File: config.mk
export PLATFORM = sky130hd
export DESIGN_NAME = utf8_to_cp1252_converter
export DESIGN_NICKNAME = d
export VERILOG_FILES = /design/src/rtl/u2c_pkg.sv /design/src/rtl/u2c_front.sv /design/src/rtl/u2c_fifo.sv /design/src/rtl/u2c_back.sv /design/src/rtl/utf8_to_cp1252_converter.sv
export SDC_FILE = /design/constraint.sdc
export NUM_CORES = 1
export LEC_CHECK = 0
export BUFFER_PORTS_ARGS = -buffer_cell sky130_fd_sc_hd__buf_2
export CAP_MARGIN = 20
export CORE_MARGIN = 5
export CORE_UTILIZATION = 45
export DETAILED_ROUTE_END_ITERATION = 10
export PLACE_DENSITY = 0.59
export SYNTH_ARGS = -nofsm -noshare
export SYNTH_HDL_FRONTEND = slang
export SYNTH_SLANG_ARGS = --single-unit
File: constraint.sdc
create_clock -name clk -period 3.4 [get_ports clk]
set_input_delay 0.17 -clock clk [delete_from_list [all_inputs] [get_ports clk]]
set_output_delay 0.17 -clock clk [all_outputs]
set_load 0.1 [all_outputs]
File: src/rtl/u2c_pkg.sv
// ----------------------------------------------------------------------------
// u2c_pkg
// shared types, constants and decode tables for the utf-8 to cp1252 converter
// ----------------------------------------------------------------------------
package u2c_pkg;

    // dfa states
    localparam logic [3:0] ST_ACCEPT  = 4'd0;
    localparam logic [3:0] ST_REJECT  = 4'd1;
    localparam logic [3:0] NUM_STATES = 4'd9;

    // byte classes
    localparam logic [3:0] CLS_ASCII    = 4'd0;   // 00..7f
    localparam logic [3:0] CLS_CONT_LO  = 4'd1;   // 80..8f
    localparam logic [3:0] CLS_LEAD2    = 4'd2;   // c2..df
    localparam logic [3:0] CLS_LEAD3    = 4'd3;   // e1..ec, ee..ef
    localparam logic [3:0] CLS_ED       = 4'd4;   // ed
    localparam logic [3:0] CLS_F4       = 4'd5;   // f4
    localparam logic [3:0] CLS_LEAD4    = 4'd6;   // f1..f3
    localparam logic [3:0] CLS_CONT_HI  = 4'd7;   // a0..bf
    localparam logic [3:0] CLS_INVALID  = 4'd8;   // c0, c1, f5..ff
    localparam logic [3:0] CLS_CONT_MID = 4'd9;   // 90..9f
    localparam logic [3:0] CLS_E0       = 4'd10;  // e0
    localparam logic [3:0] CLS_F0       = 4'd11;  // f0

    localparam int CP_W   = 21;
    localparam int CP16_W = 16;

    // queue between front and back, depth must be a power of two
    localparam int FIFO_DEPTH = 4;
    localparam int FIFO_PTR_W = $clog2(FIFO_DEPTH);
    localparam int FIFO_CNT_W = FIFO_PTR_W + 1;

    // next state by [state][class]
    localparam logic [3:0] DFA_NEXT [0:8][0:15] = '{
        '{4'd0,4'd1,4'd2,4'd3,4'd5,4'd8,4'd7,4'd1,4'd1,4'd1,4'd4,4'd6,4'd1,4'd1,4'd1,4'd1},
        '{4'd1,4'd1,4'd1,4'd1,4'd1,4'd1,4'd1,4'd1,4'd1,4'd1,4'd1,4'd1,4'd1,4'd1,4'd1,4'd1},
        '{4'd1,4'd0,4'd1,4'd1,4'd1,4'd1,4'd1,4'd0,4'd1,4'd0,4'd1,4'd1,4'd1,4'd1,4'd1,4'd1},
        '{4'd1,4'd2,4'd1,4'd1,4'd1,4'd1,4'd1,4'd2,4'd1,4'd2,4'd1,4'd1,4'd1,4'd1,4'd1,4'd1},
        '{4'd1,4'd1,4'd1,4'd1,4'd1,4'd1,4'd1,4'd2,4'd1,4'd1,4'd1,4'd1,4'd1,4'd1,4'd1,4'd1},
        '{4'd1,4'd2,4'd1,4'd1,4'd1,4'd1,4'd1,4'd1,4'd1,4'd2,4'd1,4'd1,4'd1,4'd1,4'd1,4'd1},
        '{4'd1,4'd1,4'd1,4'd1,4'd1,4'd1,4'd1,4'd3,4'd1,4'd3,4'd1,4'd1,4'd1,4'd1,4'd1,4'd1},
        '{4'd1,4'd3,4'd1,4'd1,4'd1,4'd1,4'd1,4'd3,4'd1,4'd3,4'd1,4'd1,4'd1,4'd1,4'd1,4'd1},
        '{4'd1,4'd3,4'd1,4'd1,4'd1,4'd1,4'd1,4'd1,4'd1,4'd1,4'd1,4'd1,4'd1,4'd1,4'd1,4'd1}
    };

    // code point that lands on cp1252 byte 80+i, zero marks an undefined slot
    localparam logic [15:0] CP1252_HIGH [0:31] = '{
        16'h20AC, 16'h0000, 16'h201A, 16'h0192, 16'h201E, 16'h2026, 16'h2020, 16'h2021,
        16'h02C6, 16'h2030, 16'h0160, 16'h2039, 16'h0152, 16'h0000, 16'h017D, 16'h0000,
        16'h0000, 16'h2018, 16'h2019, 16'h201C, 16'h201D, 16'h2022, 16'h2013, 16'h2014,
        16'h02DC, 16'h2122, 16'h0161, 16'h203A, 16'h0153, 16'h0000, 16'h017E, 16'h0178
    };

    // completed character handed from front to queue
    typedef struct packed {
        logic              valid;
        logic [CP16_W-1:0] cp16;
    } cp_item_t;

    typedef struct packed {
        logic full;
        logic empty;
    } fifo_status_t;

    function automatic logic [3:0] byte_class(input logic [7:0] b);
        logic [3:0] c;
        if (b < 8'h80)       c = CLS_ASCII;
        else if (b < 8'h90)  c = CLS_CONT_LO;
        else if (b < 8'hA0)  c = CLS_CONT_MID;
        else if (b < 8'hC0)  c = CLS_CONT_HI;
        else if (b < 8'hC2)  c = CLS_INVALID;
        else if (b < 8'hE0)  c = CLS_LEAD2;
        else if (b == 8'hE0) c = CLS_E0;
        else if (b == 8'hED) c = CLS_ED;
        else if (b < 8'hF0)  c = CLS_LEAD3;
        else if (b == 8'hF0) c = CLS_F0;
        else if (b < 8'hF4)  c = CLS_LEAD4;
        else if (b == 8'hF4) c = CLS_F4;
        else                 c = CLS_INVALID;
        return c;
    endfunction

    function automatic logic [7:0] map_cp1252(input logic [CP16_W-1:0] cp);
        logic [7:0] r;
        r = 8'h00;
        if (cp <= 16'h00FF)
        begin
            r = cp[7:0];
        end
        else
        begin
            for (int i = 0; i < 32; i++)
            begin
                if (CP1252_HIGH[i] != 16'h0000 && CP1252_HIGH[i] == cp)
                begin
                    r = 8'h80 | 8'(i);
                end
            end
        end
        return r;
    endfunction

endpackage

File: src/rtl/u2c_front.sv
// ----------------------------------------------------------------------------
// u2c_front
// classifies each input byte, steps the dfa and gathers the code point
// ----------------------------------------------------------------------------
module u2c_front
    import u2c_pkg::*;
(
    input  logic       clk,
    input  logic       rst_n,
    input  logic       accept,
    input  logic [7:0] in_byte,
    input  logic       string_start,
    output cp_item_t   wr_item,
    output logic [3:0] dfa_state
);

    logic [3:0]      state_reg, state_next;
    logic [CP_W-1:0] cp_reg, cp_next;
    logic [3:0]      st_eff;
    logic [CP_W-1:0] cp_eff;
    logic [3:0]      cls;
    logic [7:0]      lead_mask;

    always_comb
    begin
        st_eff = string_start ? ST_ACCEPT : state_reg;
        cp_eff = string_start ? '0 : cp_reg;
        if (st_eff >= NUM_STATES)
        begin
            st_eff = ST_REJECT;
        end
        cls       = byte_class(in_byte);
        lead_mask = 8'hFF >> cls;
        if (st_eff != ST_ACCEPT)
        begin
            cp_next = {cp_eff[CP_W-7:0], in_byte[5:0]};
        end
        else
        begin
            cp_next = {{(CP_W-8){1'b0}}, lead_mask & in_byte};
        end
        state_next = DFA_NEXT[st_eff][cls];
    end

    always_ff @(posedge clk or negedge rst_n)
    begin
        if (!rst_n)
        begin
            state_reg <= ST_ACCEPT;
            cp_reg    <= '0;
        end
        else if (accept)
        begin
            state_reg <= state_next;
            cp_reg    <= cp_next;
        end
    end

    assign wr_item.valid = accept && (state_next == ST_ACCEPT);
    assign wr_item.cp16  = cp_next[CP16_W-1:0];
    assign dfa_state     = state_reg;

endmodule

File: src/rtl/u2c_fifo.sv
// ----------------------------------------------------------------------------
// u2c_fifo
// short queue of completed code points between front and back
// ----------------------------------------------------------------------------
module u2c_fifo
    import u2c_pkg::*;
(
    input  logic              clk,
    input  logic              rst_n,
    input  cp_item_t          wr_item,
    input  logic              rd,
    output logic [CP16_W-1:0] head,
    output fifo_status_t      status
);

    logic [CP16_W-1:0]     mem_reg [FIFO_DEPTH];
    logic [FIFO_PTR_W-1:0] wr_ptr_reg, rd_ptr_reg;
    logic [FIFO_CNT_W-1:0] cnt_reg;
    logic                  do_wr, do_rd;

    assign status.full  = (cnt_reg == FIFO_CNT_W'(FIFO_DEPTH));
    assign status.empty = (cnt_reg == '0);
    assign do_wr        = wr_item.valid && !status.full;
    assign do_rd        = rd && !status.empty;
    assign head         = mem_reg[rd_ptr_reg];

    always_ff @(posedge clk)
    begin
        if (do_wr)
        begin
            mem_reg[wr_ptr_reg] <= wr_item.cp16;
        end
    end

    always_ff @(posedge clk or negedge rst_n)
    begin
        if (!rst_n)
        begin
            wr_ptr_reg <= '0;
            rd_ptr_reg <= '0;
            cnt_reg    <= '0;
        end
        else
        begin
            if (do_wr)
            begin
                wr_ptr_reg <= wr_ptr_reg + 1'b1;
            end
            if (do_rd)
            begin
                rd_ptr_reg <= rd_ptr_reg + 1'b1;
            end
            if (do_wr && !do_rd)
            begin
                cnt_reg <= cnt_reg + 1'b1;
            end
            else if (do_rd && !do_wr)
            begin
                cnt_reg <= cnt_reg - 1'b1;
            end
        end
    end

endmodule

File: src/rtl/u2c_back.sv
// ----------------------------------------------------------------------------
// u2c_back
// maps queued code points to cp1252 and holds the result in an output register
// ----------------------------------------------------------------------------
module u2c_back
    import u2c_pkg::*;
(
    input  logic              clk,
    input  logic              rst_n,
    input  logic [CP16_W-1:0] head,
    input  fifo_status_t      status,
    output logic              rd,
    input  logic              pop,
    output logic              empty,
    output logic [7:0]        out_byte
);

    logic       out_valid_reg;
    logic [7:0] out_byte_reg;

    assign empty    = !out_valid_reg;
    assign out_byte = out_byte_reg;
    assign rd       = !status.empty && (!out_valid_reg || pop);

    always_ff @(posedge clk)
    begin
        if (rd)
        begin
            out_byte_reg <= map_cp1252(head);
        end
    end

    always_ff @(posedge clk or negedge rst_n)
    begin
        if (!rst_n)
        begin
            out_valid_reg <= 1'b0;
        end
        else if (rd)
        begin
            out_valid_reg <= 1'b1;
        end
        else if (pop)
        begin
            out_valid_reg <= 1'b0;
        end
    end

endmodule

File: src/rtl/utf8_to_cp1252_converter.sv
// ----------------------------------------------------------------------------
// utf8_to_cp1252_converter
// streaming utf-8 decoder with windows-1252 output mapping
// ----------------------------------------------------------------------------
// Push one utf-8 byte per cycle while full is low; string_start on a byte
// clears the decoder to the accept state before that byte is decoded. Each
// byte that completes a character yields one cp1252 byte on out_byte (code
// points up to 0xff pass through, the defined 0x80..0x9f specials map there,
// anything else gives 0x00; only the low 16 bits of the code point count).
// Lead bytes, non-final continuation bytes and every byte after an invalid
// sequence give nothing until the next string_start. A byte enters the dfa
// in the cycle it is pushed; its result passes the queue write and then the
// output register before it shows on out_byte. Sustained rate is one byte
// per cycle while full is low, as the front steps the dfa on each taken byte.
// A four-entry queue decouples decode from the output register, so full only
// rises once four completed characters wait behind an unpopped result.
// ----------------------------------------------------------------------------
module utf8_to_cp1252_converter
    import u2c_pkg::*;
(
    input  logic       clk,
    input  logic       rst_n,
    // input item
    input  logic       push,
    output logic       full,
    input  logic [7:0] in_byte,
    input  logic       string_start,
    // result item
    output logic       empty,
    input  logic       pop,
    output logic [7:0] out_byte
);

    cp_item_t          wr_item;
    fifo_status_t      fifo_status;
    logic [CP16_W-1:0] fifo_head;
    logic              fifo_rd;
    logic [3:0]        dfa_state;
    logic              in_accept;

    // a byte is taken whenever the queue can hold a possible result
    assign full      = fifo_status.full;
    assign in_accept = push && !full;

    // front: classify, step dfa, gather code point
    u2c_front u_front (
        .clk          (clk),
        .rst_n        (rst_n),
        .accept       (in_accept),
        .in_byte      (in_byte),
        .string_start (string_start),
        .wr_item      (wr_item),
        .dfa_state    (dfa_state)
    );

    // queue of completed 16-bit code points
    u2c_fifo u_fifo (
        .clk     (clk),
        .rst_n   (rst_n),
        .wr_item (wr_item),
        .rd      (fifo_rd),
        .head    (fifo_head),
        .status  (fifo_status)
    );

    // back: map and register the output item
    u2c_back u_back (
        .clk      (clk),
        .rst_n    (rst_n),
        .head     (fifo_head),
        .status   (fifo_status),
        .rd       (fifo_rd),
        .pop      (pop),
        .empty    (empty),
        .out_byte (out_byte)
    );

    // the queue is never written while it is full
    assert property (@(posedge clk) disable iff (!rst_n)
        wr_item.valid |-> !fifo_status.full)
        else $error("character written into a full queue");

    // the dfa never leaves its nine defined states
    assert property (@(posedge clk) disable iff (!rst_n)
        dfa_state < NUM_STATES)
        else $error("dfa in an undefined state");

    // an ascii byte decoded from the accept state always completes a character
    assert property (@(posedge clk) disable iff (!rst_n)
        (in_accept && !in_byte[7] && (string_start || dfa_state == ST_ACCEPT))
        |-> wr_item.valid)
        else $error("ascii byte lost in accept state");

    // the back only reads a queue that holds something
    assert property (@(posedge clk) disable iff (!rst_n)
        fifo_status.empty |-> !fifo_rd)
        else $error("read from an empty queue");

endmodule
Word level (Yosys, flattened, before mapping)
Memories as Yosys holds them, arrays and structs flattened.
Index checks and enable logic that the tools add are counted.
{ "word_totals": {"word_cells": 134, "ff_bits": 30, "in_bits": 13, "mem_bits_ro": 1024, "memories": 2, "output_inout_bits": 10, "ram_bits": 64} }
{ "op_classes": {"order_cmp": 12, "mux": 55, "bitwise_logic": 3, "shift": 1, "reduce_logical": 18, "n_addsub": 4, "eq_ne": 32} }
{ "memory_table": {"columns": ["memory", "depth", "word_bits", "read_ports", "rd_clocked_by_memory_dff", "wr", "line", "source"], "rows": [
  ["(no name shown)", 16, 64, 1, 0, 0, "u2c_front.sv:42", "state_next = DFA_NEXT[st_eff][cls];"],
  ["u_fifo.mem_reg", 4, 16, 1, 0, 1, "u2c_fifo.sv:16", "logic [CP16_W-1:0] mem_reg [FIFO_DEPTH];"]
]} }
{ "op_table": {"columns": ["operator", "count"], "rows": [
  ["14-bit by 16-bit == test with 1-bit output (first input constant)", 17],
  ["8-bit 2-to-1 mux", 28],
  ["9-bit by 16-bit == test with 1-bit output (first input constant)", 8],
  ["64-bit 2-to-1 mux", 2],
  ["8-bit < comparator (second input constant)", 8],
  ["4-bit 2-to-1 mux", 16],
  ["10-bit by 16-bit == test with 1-bit output (first input constant)", 2],
  ["8-bit == test (second input constant)", 4],
  ["4-bit binary-select mux with 4-bit select", 1],
  ["16-bit by 8-bit less-or-equal comparator with 1-bit output (second input constant)", 1],
  ["16-bit 2-to-1 mux", 1],
  ["5-bit >= comparator (second input constant)", 2],
  ["10-bit 2-to-1 mux", 1],
  ["4-bit inverter with 5-bit output", 2],
  ["8-bit AND", 1],
  ["8-bit by 4-bit >> shifter with 8-bit output (first input constant)", 1],
  ["1-bit logical AND", 7],
  ["3-bit 2-to-1 mux", 2],
  ["1-bit logical NOT", 5],
  ["2-bit by 1-bit adder with 2-bit output (second input constant)", 2],
  ["4-bit >= comparator (second input constant)", 1],
  ["4-bit logical NOT", 1],
  ["1-bit 2-to-1 mux", 4],
  ["2-bit nonzero test", 2],
  ["6 further kinds", 6]
]} }

Depth between registers and ports, before layout
Gate-level depths: netlist (run 1).
An unclocked memory read counts as a cell.
{ "depth": {"depth_word": 30, "mapped_depth": 14} }

Cells and area by module
From an unflattened synthesis (run 1), not the netlist that was laid out.
{ "hier_totals": {"cells_unflattened": 412, "area_unflattened_um2": 5118.7} }
{ "modules_own_cells": {"columns": ["module", "n_inst", "cells_per_inst", "area_per_inst_um2"], "rows": [
  ["u2c_fifo", 1, 121, 2747.6],
  ["u2c_front", 1, 147, 1224.9],
  ["u2c_back", 1, 143, 1132.3],
  ["utf8_to_cp1252_converter", 1, 1, 13.8]
]} }

Least setup slack after synthesis (run 1)
Ideal clock, no wire load.
{ "synth_path": {"kind": "register to register", "startpoint": "reg u_fifo.cnt_reg[0]", "endpoint": "reg u_fifo.cnt_reg[1]", "stages_incl_launch_ff": 11, "path_buffers": 1, "t_arrival_ps": 4421, "t_required_ps": 3275, "setup_time_ps": 125, "period_less_slack_ps": 4546, "path_slack_ps": -1146, "cell_sequence": "dfrtp_1 nor3b_1 nand2b_1 clkbuf_1 a311oi_1 o211ai_1 nor4_4 ha_1 inv_1 fa_1 mux2_2"} }
{ "synth_between": {"elab_chain_len": 8, "elab_cells_between_ends": 18, "classes_between": "add/sub (2); eq/ne (1); mux (2); reduce/logical (13)"} }
{ "synth_lines": {"columns": ["element", "line", "source"], "rows": [
  ["start, declared", "u2c_fifo.sv:18", "logic [FIFO_CNT_W-1:0] cnt_reg;"],
  ["start signal, assigned", "u2c_fifo.sv:55", "cnt_reg <= cnt_reg + 1'b1;"],
  ["start signal, assigned", "u2c_fifo.sv:59", "cnt_reg <= cnt_reg - 1'b1;"],
  ["3-bit == test (*)", "u2c_fifo.sv:21", "assign status.full = (cnt_reg == FIFO_CNT_W'(FIFO_DEPTH));"],
  ["via full", "utf8_to_cp1252_converter.sv:25", "output logic full,"],
  ["1-bit logical NOT (*)", "u2c_fifo.sv:23, utf8_to_cp1252_converter.sv:43", null],
  ["1-bit logical AND", "utf8_to_cp1252_converter.sv:43", "assign in_accept = push && !full;"],
  ["1-bit logical AND", "u2c_front.sv:59", "assign wr_item.valid = accept && (state_next == ST_ACCEPT);"],
  ["1-bit logical AND (*)", "u2c_fifo.sv:23", "assign do_wr = wr_item.valid && !status.full;"],
  ["via u_fifo.do_wr", "u2c_fifo.sv:19", "logic do_wr, do_rd;"],
  ["1-bit logical NOT", "u2c_fifo.sv:57", "else if (do_rd && !do_wr)"],
  ["1-bit logical AND", "u2c_fifo.sv:57", null],
  ["2-bit nonzero test (no source line)", null, null]
]} }
The timed path passes the listed nets; every way through them passes the cells marked *. The select of a mux whose other input is x is not followed.
A chain may end at the register's enable or synchronous reset.

Worst setup path after layout (run 1)
{ "layout_path": {"startpoint": "reg u_front.state_reg[1], in the netlist u_front.dfa_state[1]", "endpoint": "reg u_fifo.cnt_reg[2]"} }
{ "layout_between": {"elab_chain_len": 16, "elab_cells_between_ends": 18, "classes_between": "order compare (1); mux (8); bitwise (1); reduce/logical (7); memory (1)"} }
{ "layout_lines": {"columns": ["element", "line", "source"], "rows": [
  ["start, declared", "u2c_front.sv:17", "logic [3:0] state_reg, state_next;"],
  ["start signal, assigned", "u2c_front.sv:54", "state_reg <= state_next;"],
  ["4-bit 2-to-1 mux (*)", "u2c_front.sv:26", "st_eff = string_start ? ST_ACCEPT : state_reg;"],
  ["4-bit >= comparator", "u2c_front.sv:28", "if (st_eff >= NUM_STATES)"],
  ["4-bit 2-to-1 mux (*)", "u2c_front.sv:28", null],
  ["4-bit inverter with 5-bit output (implied by the code) (*)", "u2c_front.sv:42", null],
  ["memory read 16 x 64 bit (*)", null, null],
  ["64-bit 2-to-1 mux (implied by the code) (*) (2 in a row)", "u2c_front.sv:42", null],
  ["4-bit binary-select mux with 4-bit select (*)", "u2c_front.sv:42", null],
  ["4-bit 2-to-1 mux (implied by the code) (*) (2 in a row)", "u2c_front.sv:42", null],
  ["4-bit logical NOT (*)", "u2c_front.sv:59", null],
  ["1-bit logical AND (*)", "u2c_front.sv:59", null],
  ["1-bit logical AND (*)", "u2c_fifo.sv:23", null],
  ["via u_fifo.do_wr", "u2c_fifo.sv:19", null],
  ["1-bit logical NOT", "u2c_fifo.sv:57", null],
  ["1-bit logical AND", "u2c_fifo.sv:57", null],
  ["2-bit nonzero test (no source line)", null, null]
]} }
Marked as above.

==> flow_metrics.env, run 1 <==
export IMPL_endpoint_kind="flip-flop"
export IMPL_dp_cells=600
export IMPL_vias_per_cell=5.89
export IMPL_synth_edff_count=72
export IMPL_drt_wl_total_um=11400
export IMPL_initial_core_util=0.456
export IMPL_ys_seq_elements=94
export IMPL_wire_per_inst_um=18.4
export IMPL_synth_area_sq_mm=0.00519
export IMPL_powerDensity_mw_per_mm2=774
export IMPL_timing_max_cap_violations=0
export IMPL_stdcell_count=617
export IMPL_arrival_ns=3.32
export IMPL_switching_share=0.391
export IMPL_worstSetupStartpointType="flip-flop"
export IMPL_fin_tns_setup_ns=0
export IMPL_crit_type="flip-flop to flip-flop"
export IMPL_cts_tree="done"
export IMPL_clk_latency_ns=0.34
export IMPL_combPwrFrac=0.423
export IMPL_syn_inst=433
export IMPL_setup_slack_ns=0.352
export IMPL_synth_area_leader_cell="edfxtp_1"
export IMPL_fin_crit_sh=0.896
export IMPL_clock_power_share=0.221
export IMPL_drtIter0Drc=305
export IMPL_ctsHtreeMaxLevel=3
export IMPL_numCtsBuffers=9
export IMPL_nets=488
export IMPL_io_pins=23
export IMPL_antenna_found_initial=0
export IMPL_worstMarginPinSlew_ns=0.637
export IMPL_clk_pin_slew_ns=0.07
export IMPL_synth_ff_type="edfxtp_1"
export IMPL_crit_chain="nor2_1 -> a21oi_4 -> nor4_1 -> and2b_2 -> nor4_4 -> nor4_4 -> ha_1 -> inv_1 -> fa_1 -> xor2_1 -> nor2_1 -> xor2_1"
export IMPL_clockBufferDepth=2
export IMPL_layout_drive_gt1_share=0.236
export IMPL_synth_area_top_cells="edfxtp_1 (42%), dfrtp_1 (11%), mux4_2 (4.8%)"
export IMPL_cp_slowest_stage_delay_ns=0.49
export IMPL_die_h_um=117
export IMPL_status="complete, no violations"
export IMPL_yosysTopAreaCellShare=0.417
export IMPL_grt_overflow_total=0
export IMPL_grt_total_usage=0.168
export IMPL_cts_setup_buffers=0
export IMPL_post_place_ws_ns=0.119
export IMPL_hp_class="input port to flip-flop"
export IMPL_cts_resized=0
export IMPL_timing_fmax_ghz=0.328
export IMPL_post_route_drc_count=0
export IMPL_maxSlewHeadroom=0.571
export IMPL_vias=3635
export IMPL_setup_viol=0
export IMPL_cts_root_buf="clkbuf_16"
export IMPL_finalMaxSlewViolations=0
export IMPL_crit_family="simple AND/OR/NAND/NOR gates"
export IMPL_dr_pass1_iters=6
export IMPL_synth_nets=452
export IMPL_routabilityCongestion=0.917
export IMPL_crit_path_top_delay_cell="nor4_1"
export IMPL_finalHoldViolCount=0
export IMPL_placementRows=39
export IMPL_first_global_vias=3691
export IMPL_ys_warnings_count=0
export IMPL_rsz0062_at_grt="no"
export IMPL_pwr_share_seq=0.356
export IMPL_avgSynthCellArea_sq_um=12.0
export IMPL_switchingPower_w=0.00178
export IMPL_async_flop_share=0.234
export IMPL_grt_max_degree=23
export IMPL_leakagePower_nw=2.15
export IMPL_ant_nets=0
export IMPL_worst_path_buf_inv=1
export IMPL_area_growth_pct=13.3
export IMPL_clkSinkCount=94
export IMPL_die_w_um=117
export IMPL_cp_data_required_time_ns=3.67
export IMPL_synth_cell_type_count=79
export IMPL_largest_reg_flops=64
export IMPL_coreArea_sq_mm=0.0114
export IMPL_max_vdd_ir_drop_uv=463
export IMPL_die_area_sq_mm=0.0138
export IMPL_ctsHoldBuffers=1
export IMPL_io_buffers=22
export IMPL_period_minus_slack_ns=3.05
export IMPL_grt_pass1_wl_um=18800
export IMPL_insertedDiodeCount=0
export IMPL_skew_ns=0.00864
export IMPL_synth_seq_area_share=0.523
export IMPL_intPower_w=0.00277
export IMPL_cp_max_fo=6
export IMPL_hpwl_um=8200
-- placed cells by master (no fill, tap or decap), types with 5 or more instances in the layout --
| master | count |
|---|---|
| mux2_2 | 14 |
| nand3_1 | 17 |
| mux4_2 | 11 |
| xnor2_1 | 5 |
| and3_1 | 7 |
| inv_1 | 15 |
| nor2b_1 | 11 |
| dfrtp_1 | 22 |
| mux2i_1 | 6 |
| nor3_1 | 5 |
| ha_1 | 5 |
| and2_1 | 19 |
| or3_1 | 5 |
| buf_2 | 22 |
| nand2b_1 | 7 |
| clkbuf_16 | 10 |
| nor2_1 | 29 |
| nand4_1 | 5 |
| nor4_1 | 12 |
| buf_4 | 25 |
| o22ai_1 | 5 |
| nand2_1 | 17 |
| o21ai_0 | 9 |
| edfxtp_1 | 72 |
| a21oi_1 | 17 |
| o21ai_1 | 7 |
-- stage by stage --
| stage | util | instance area (sq um) | total power, W | hold WS, ns |
|---|---|---|---|---|
| global route | 0.517 | 5880 | 0.00481 | 0.0241 |
| global placement | 0.489 | 5550 | 0.00355 | 0.199 |
| finish | 0.517 | 5880 | 0.00455 | 0.0211 |
| detailed placement | 0.489 | 5560 | 0.00357 | 0.188 |
| CTS | 0.517 | 5880 | 0.00458 | 0.0137 |
| floorplan | - | 5200 | 0.00306 | -0.126 |
-- metal layers --
layer / GRT usage / part of all wire
met1: 0.211 / 0.43
met2: 0.290 / 0.52
met3: 0.0284 / 0.036
met4: 0.0645 / 0.016
met5: 0 / 0
-- power groups by stage --
| stage | Sequential, W | Clock [W] | Combinational [W] |
|---|---|---|---|
| after global placement | 0.00164 | 0 | 0.00191 |
| after global routing | 0.00164 | 0.00108 | 0.00209 |
| after floorplan | 0.00179 | 0 | 0.00127 |
| final | 0.00162 | 0.00101 | 0.00192 |
| after CTS | 0.00162 | 0.00104 | 0.00193 |
| after detailed placement | 0.00165 | 0 | 0.00192 |
-- synth_stat cells, types with 11 or more instances --
cell	count
nand3_1	17
nor2_1	29
nand2_1	17
edfxtp_1	72
mux4_2	11
dfrtp_1	22
and2_1	19
buf_2	13
mux2_2	14
a21oi_1	17
inv_1	15
nor4_1	12
nor2b_1	11
-- kinds of logic after synthesis --
family / after synthesis / share of synthesized area
flops: 94 / 0.523
xor+xnor: 8 / 0.0135
simple gates: 171 / 0.201
mux: 34 / 0.0970
compound gates: 78 / 0.110
fa+ha+maj: 7 / 0.0179
buf+inv: 41 / 0.0379
-- layout make-up --
cell class	instances	area, sq um
clock buffer	11	264
clock inverter	5	41.3
fill	1008	5490
inverter	17	63.8
multi-input combinational	298	2290
sequential	94	2710
tap	143	179
timing repair buffer	49	328
-- worst paths after layout --
path | depth (start not counted) | startpoint | endpoint | slack (ns)
worst max-delay path | 12 | u_front.dfa_state[1]$_DFFE_PN0P_ | u_fifo.cnt_reg[2]$_DFFE_PN0P_ | 0.35
worst min-delay path | 2 | pop | u_back.out_valid_reg$_DFFE_PN0P_ | 0.02
worst max register to register | 12 | u_front.dfa_state[1]$_DFFE_PN0P_ | u_fifo.cnt_reg[2]$_DFFE_PN0P_ | 0.35
max in group asynchronous | 2 | rst_n | u_front.cp_reg[4]$_DFFE_PN0P_ | 2.69
worst min register to register | 1 | u_fifo.cnt_reg[2]$_DFFE_PN0P_ | u_fifo.cnt_reg[2]$_DFFE_PN0P_ | 0.49
min in group asynchronous | 2 | rst_n | u_fifo.rd_ptr_reg[0]$_DFFE_PN0P_ | 0.34
Note: power is estimated with default switching activity, not from simulation.
==> inputs of run 2 (changes only) <==
--- a/config.mk
+++ b/config.mk
@@ -5,7 +5,7 @@
 export SDC_FILE = /design/constraint.sdc
 export NUM_CORES = 1
 export LEC_CHECK = 0
-export BUFFER_PORTS_ARGS = -buffer_cell sky130_fd_sc_hd__buf_2
+export BUFFER_PORTS_ARGS = -buffer_cell sky130_fd_sc_hd__buf_4
 export CAP_MARGIN = 20
 export CORE_MARGIN = 5
 export CORE_UTILIZATION = 45
==> flow_metrics.env, run 2 (same netlist as run 1, synthesis figures left out) <==
export IMPL_cts_tree="done"
export IMPL_period_minus_slack_ns=3.12
export IMPL_grtUsageMet1=0.209
export IMPL_post_route_util=0.518
export IMPL_coreArea_sq_mm=0.0114
export IMPL_arrival_ns=3.31
export IMPL_layout_drive_gt1_share=0.234
export IMPL_post_place_ws_ns=0.198
export IMPL_skew_ns=0.0116
export IMPL_grt_total_usage=0.169
export IMPL_most_common_layout_cells="edfxtp_1 (72), buf_4 (48), nor2_1 (29), dfrtp_1 (22), and2_1 (19)"
export IMPL_grt_max_degree=23
export IMPL_dr_pass1_iters=5
export IMPL_fin_tns_setup_ns=0
export IMPL_status="complete, no violations"
export IMPL_crit_type="flip-flop to flip-flop"
export IMPL_grt_overflow_total=0
export IMPL_timing_max_cap_violations=0
export IMPL_top_usage_layer="met2"
export IMPL_cts_root_buf="clkbuf_16"
export IMPL_worstMarginPinSlew_ns=0.665
export IMPL_timing_fmax_ghz=0.321
export IMPL_wire_per_inst_um=18.2
export IMPL_layout_cells_most_common="edfxtp_1"
export IMPL_cts_resized=0
export IMPL_maxSlewHeadroom=0.552
export IMPL_worst_r2r_cell_count=9
export IMPL_area_growth_pct=13.6
export IMPL_insertedDiodeCount=0
export IMPL_crit_top_cell="nand2_1"
export IMPL_fin_crit_sh=0.916
export IMPL_met2_usage=0.284
export IMPL_max_vdd_ir_drop_uv=532
export IMPL_nets=488
export IMPL_post_route_drc_count=0
export IMPL_hpwl_um=8170
export IMPL_setup_viol=0
export IMPL_io_buffers=22
export IMPL_drtIter0Drc=277
export IMPL_whs_ns=0.0238
export IMPL_hp_class="input port to flip-flop"
export IMPL_ctsHoldBuffers=1
export IMPL_whs_path_depth=2
export IMPL_cts_setup_buffers=0
export IMPL_clkSinkCount=94
export IMPL_largest_reg_flops=64
export IMPL_vias=3696
export IMPL_ant_nets=0
export IMPL_die_h_um=117
export IMPL_die_area_sq_mm=0.0138
export IMPL_finalHoldViolCount=0
export IMPL_min_to="u_back.out_valid_reg$_DFFE_PN0P_"
export IMPL_clk_pin_slew_ns=0.07
export IMPL_crit_chain="buf_4 -> mux4_2 -> nor2b_1 -> nand2_1 -> nor3b_1 -> nand2_1 -> nand3_1 -> a211oi_1 -> a21oi_1"
export IMPL_drt_wl_total_um=11300
export IMPL_vias_per_cell=5.99
export IMPL_clockBufferDepth=2
export IMPL_rrSetupSlack_ns=0.28
export IMPL_numCtsBuffers=9
export IMPL_antenna_found_initial=0
export IMPL_grt_util_met3=0.0313
export IMPL_crit_path_top_delay_cell="dfrtp_1"
export IMPL_first_global_vias=3662
export IMPL_routabilityCongestion=0.879
export IMPL_grt_pass1_wl_um=18700
export IMPL_leakagePower_nw=2.14
export IMPL_endpoint_kind="flip-flop"
export IMPL_min_from="pop"
export IMPL_initial_core_util=0.456
export IMPL_io_pins=23
export IMPL_placementRows=39
export IMPL_die_w_um=117
export IMPL_worstSetupStartpointType="flip-flop"
export IMPL_setup_slack_ns=0.285
export IMPL_p_total_w=0.00447
export IMPL_ctsHtreeMaxLevel=3
export IMPL_r2r_start="u_fifo.rd_ptr_reg[0]$_DFFE_PN0P_"
export IMPL_finalMaxSlewViolations=0
export IMPL_cp_data_required_time_ns=3.59
export IMPL_rsz0062_at_grt="no"
export IMPL_clk_latency_ns=0.34
export IMPL_cp_slowest_stage_delay_ns=0.77
export IMPL_worstReg2RegEnd="u_back.out_byte[0]$_DFFE_PP_"
export IMPL_cp_max_fo=13
export IMPL_powerDensity_mw_per_mm2=759
-- run 2: metal layers --
| layer | wire length [um] | share of wire |
|---|---|---|
| met5 | 0 | 0 |
| met2 | 5710 | 0.51 |
| met1 | 4780 | 0.42 |
| met3 | 357 | 0.032 |
| met4 | 412 | 0.037 |
-- run 2: area by class of cell --
type / count / area (sq um)
Timing Repair Buffer: 49 / 370
Tap cell: 143 / 179
Sequential cell: 94 / 2710
Multi-Input combinational cell: 298 / 2290
Inverter: 17 / 63.8
Clock inverter: 6 / 46.3
Fill cell: 999 / 5480
Clock buffer: 10 / 229
-- run 2: stage by stage --
stage                     std cells  area (sq um)
after floorplan                 433          5200
after global placement          600          5600
after detailed placement        600          5600
after CTS                       617          5890
after global routing            617          5890
final                           617          5890
-- run 2: worst max path at each step --
| stage | from | end | slack (ns) | cells after the start |
|---|---|---|---|---|
| global route | u_fifo.rd_ptr_reg[0]$_DFFE_PN0P_ | u_back.out_byte[1]$_DFFE_PP_ | 0.05 | 9 |
| finish | u_fifo.rd_ptr_reg[0]$_DFFE_PN0P_ | u_back.out_byte[0]$_DFFE_PP_ | 0.28 | 9 |
| floorplan | u_fifo.cnt_reg[1]$_DFFE_PN0P_ | u_fifo.cnt_reg[1]$_DFFE_PN0P_ | 0.30 | 10 |
| detailed placement | in_byte[3] | u_fifo.cnt_reg[2]$_DFFE_PN0P_ | 0.20 | 14 |
| global placement | in_byte[4] | u_fifo.cnt_reg[2]$_DFFE_PN0P_ | 0.22 | 14 |
| CTS | u_fifo.rd_ptr_reg[0]$_DFFE_PN0P_ | u_back.out_byte[0]$_DFFE_PP_ | 0.28 | 9 |
-- run 2: where the power goes --
group / switching [W] / total (W) / internal [W]
sequential: 0.000174 / 0.00166 / 0.00148
combinational: 0.00117 / 0.00190 / 0.000727
clock: 0.000419 / 0.000919 / 0.000500
total: 0.00176 / 0.00447 / 0.00271
-- run 2: critical path: cells and delay by family, from the launching register on --
kind | cells | cell delay (ns)
DFF | 1 | 0.77
buffers and inverters | 1 | 0.26
AOI/OAI and AO/OA | 2 | 0.21
and+or+nand+nor | 5 | 1.08
muxes | 1 | 0.64
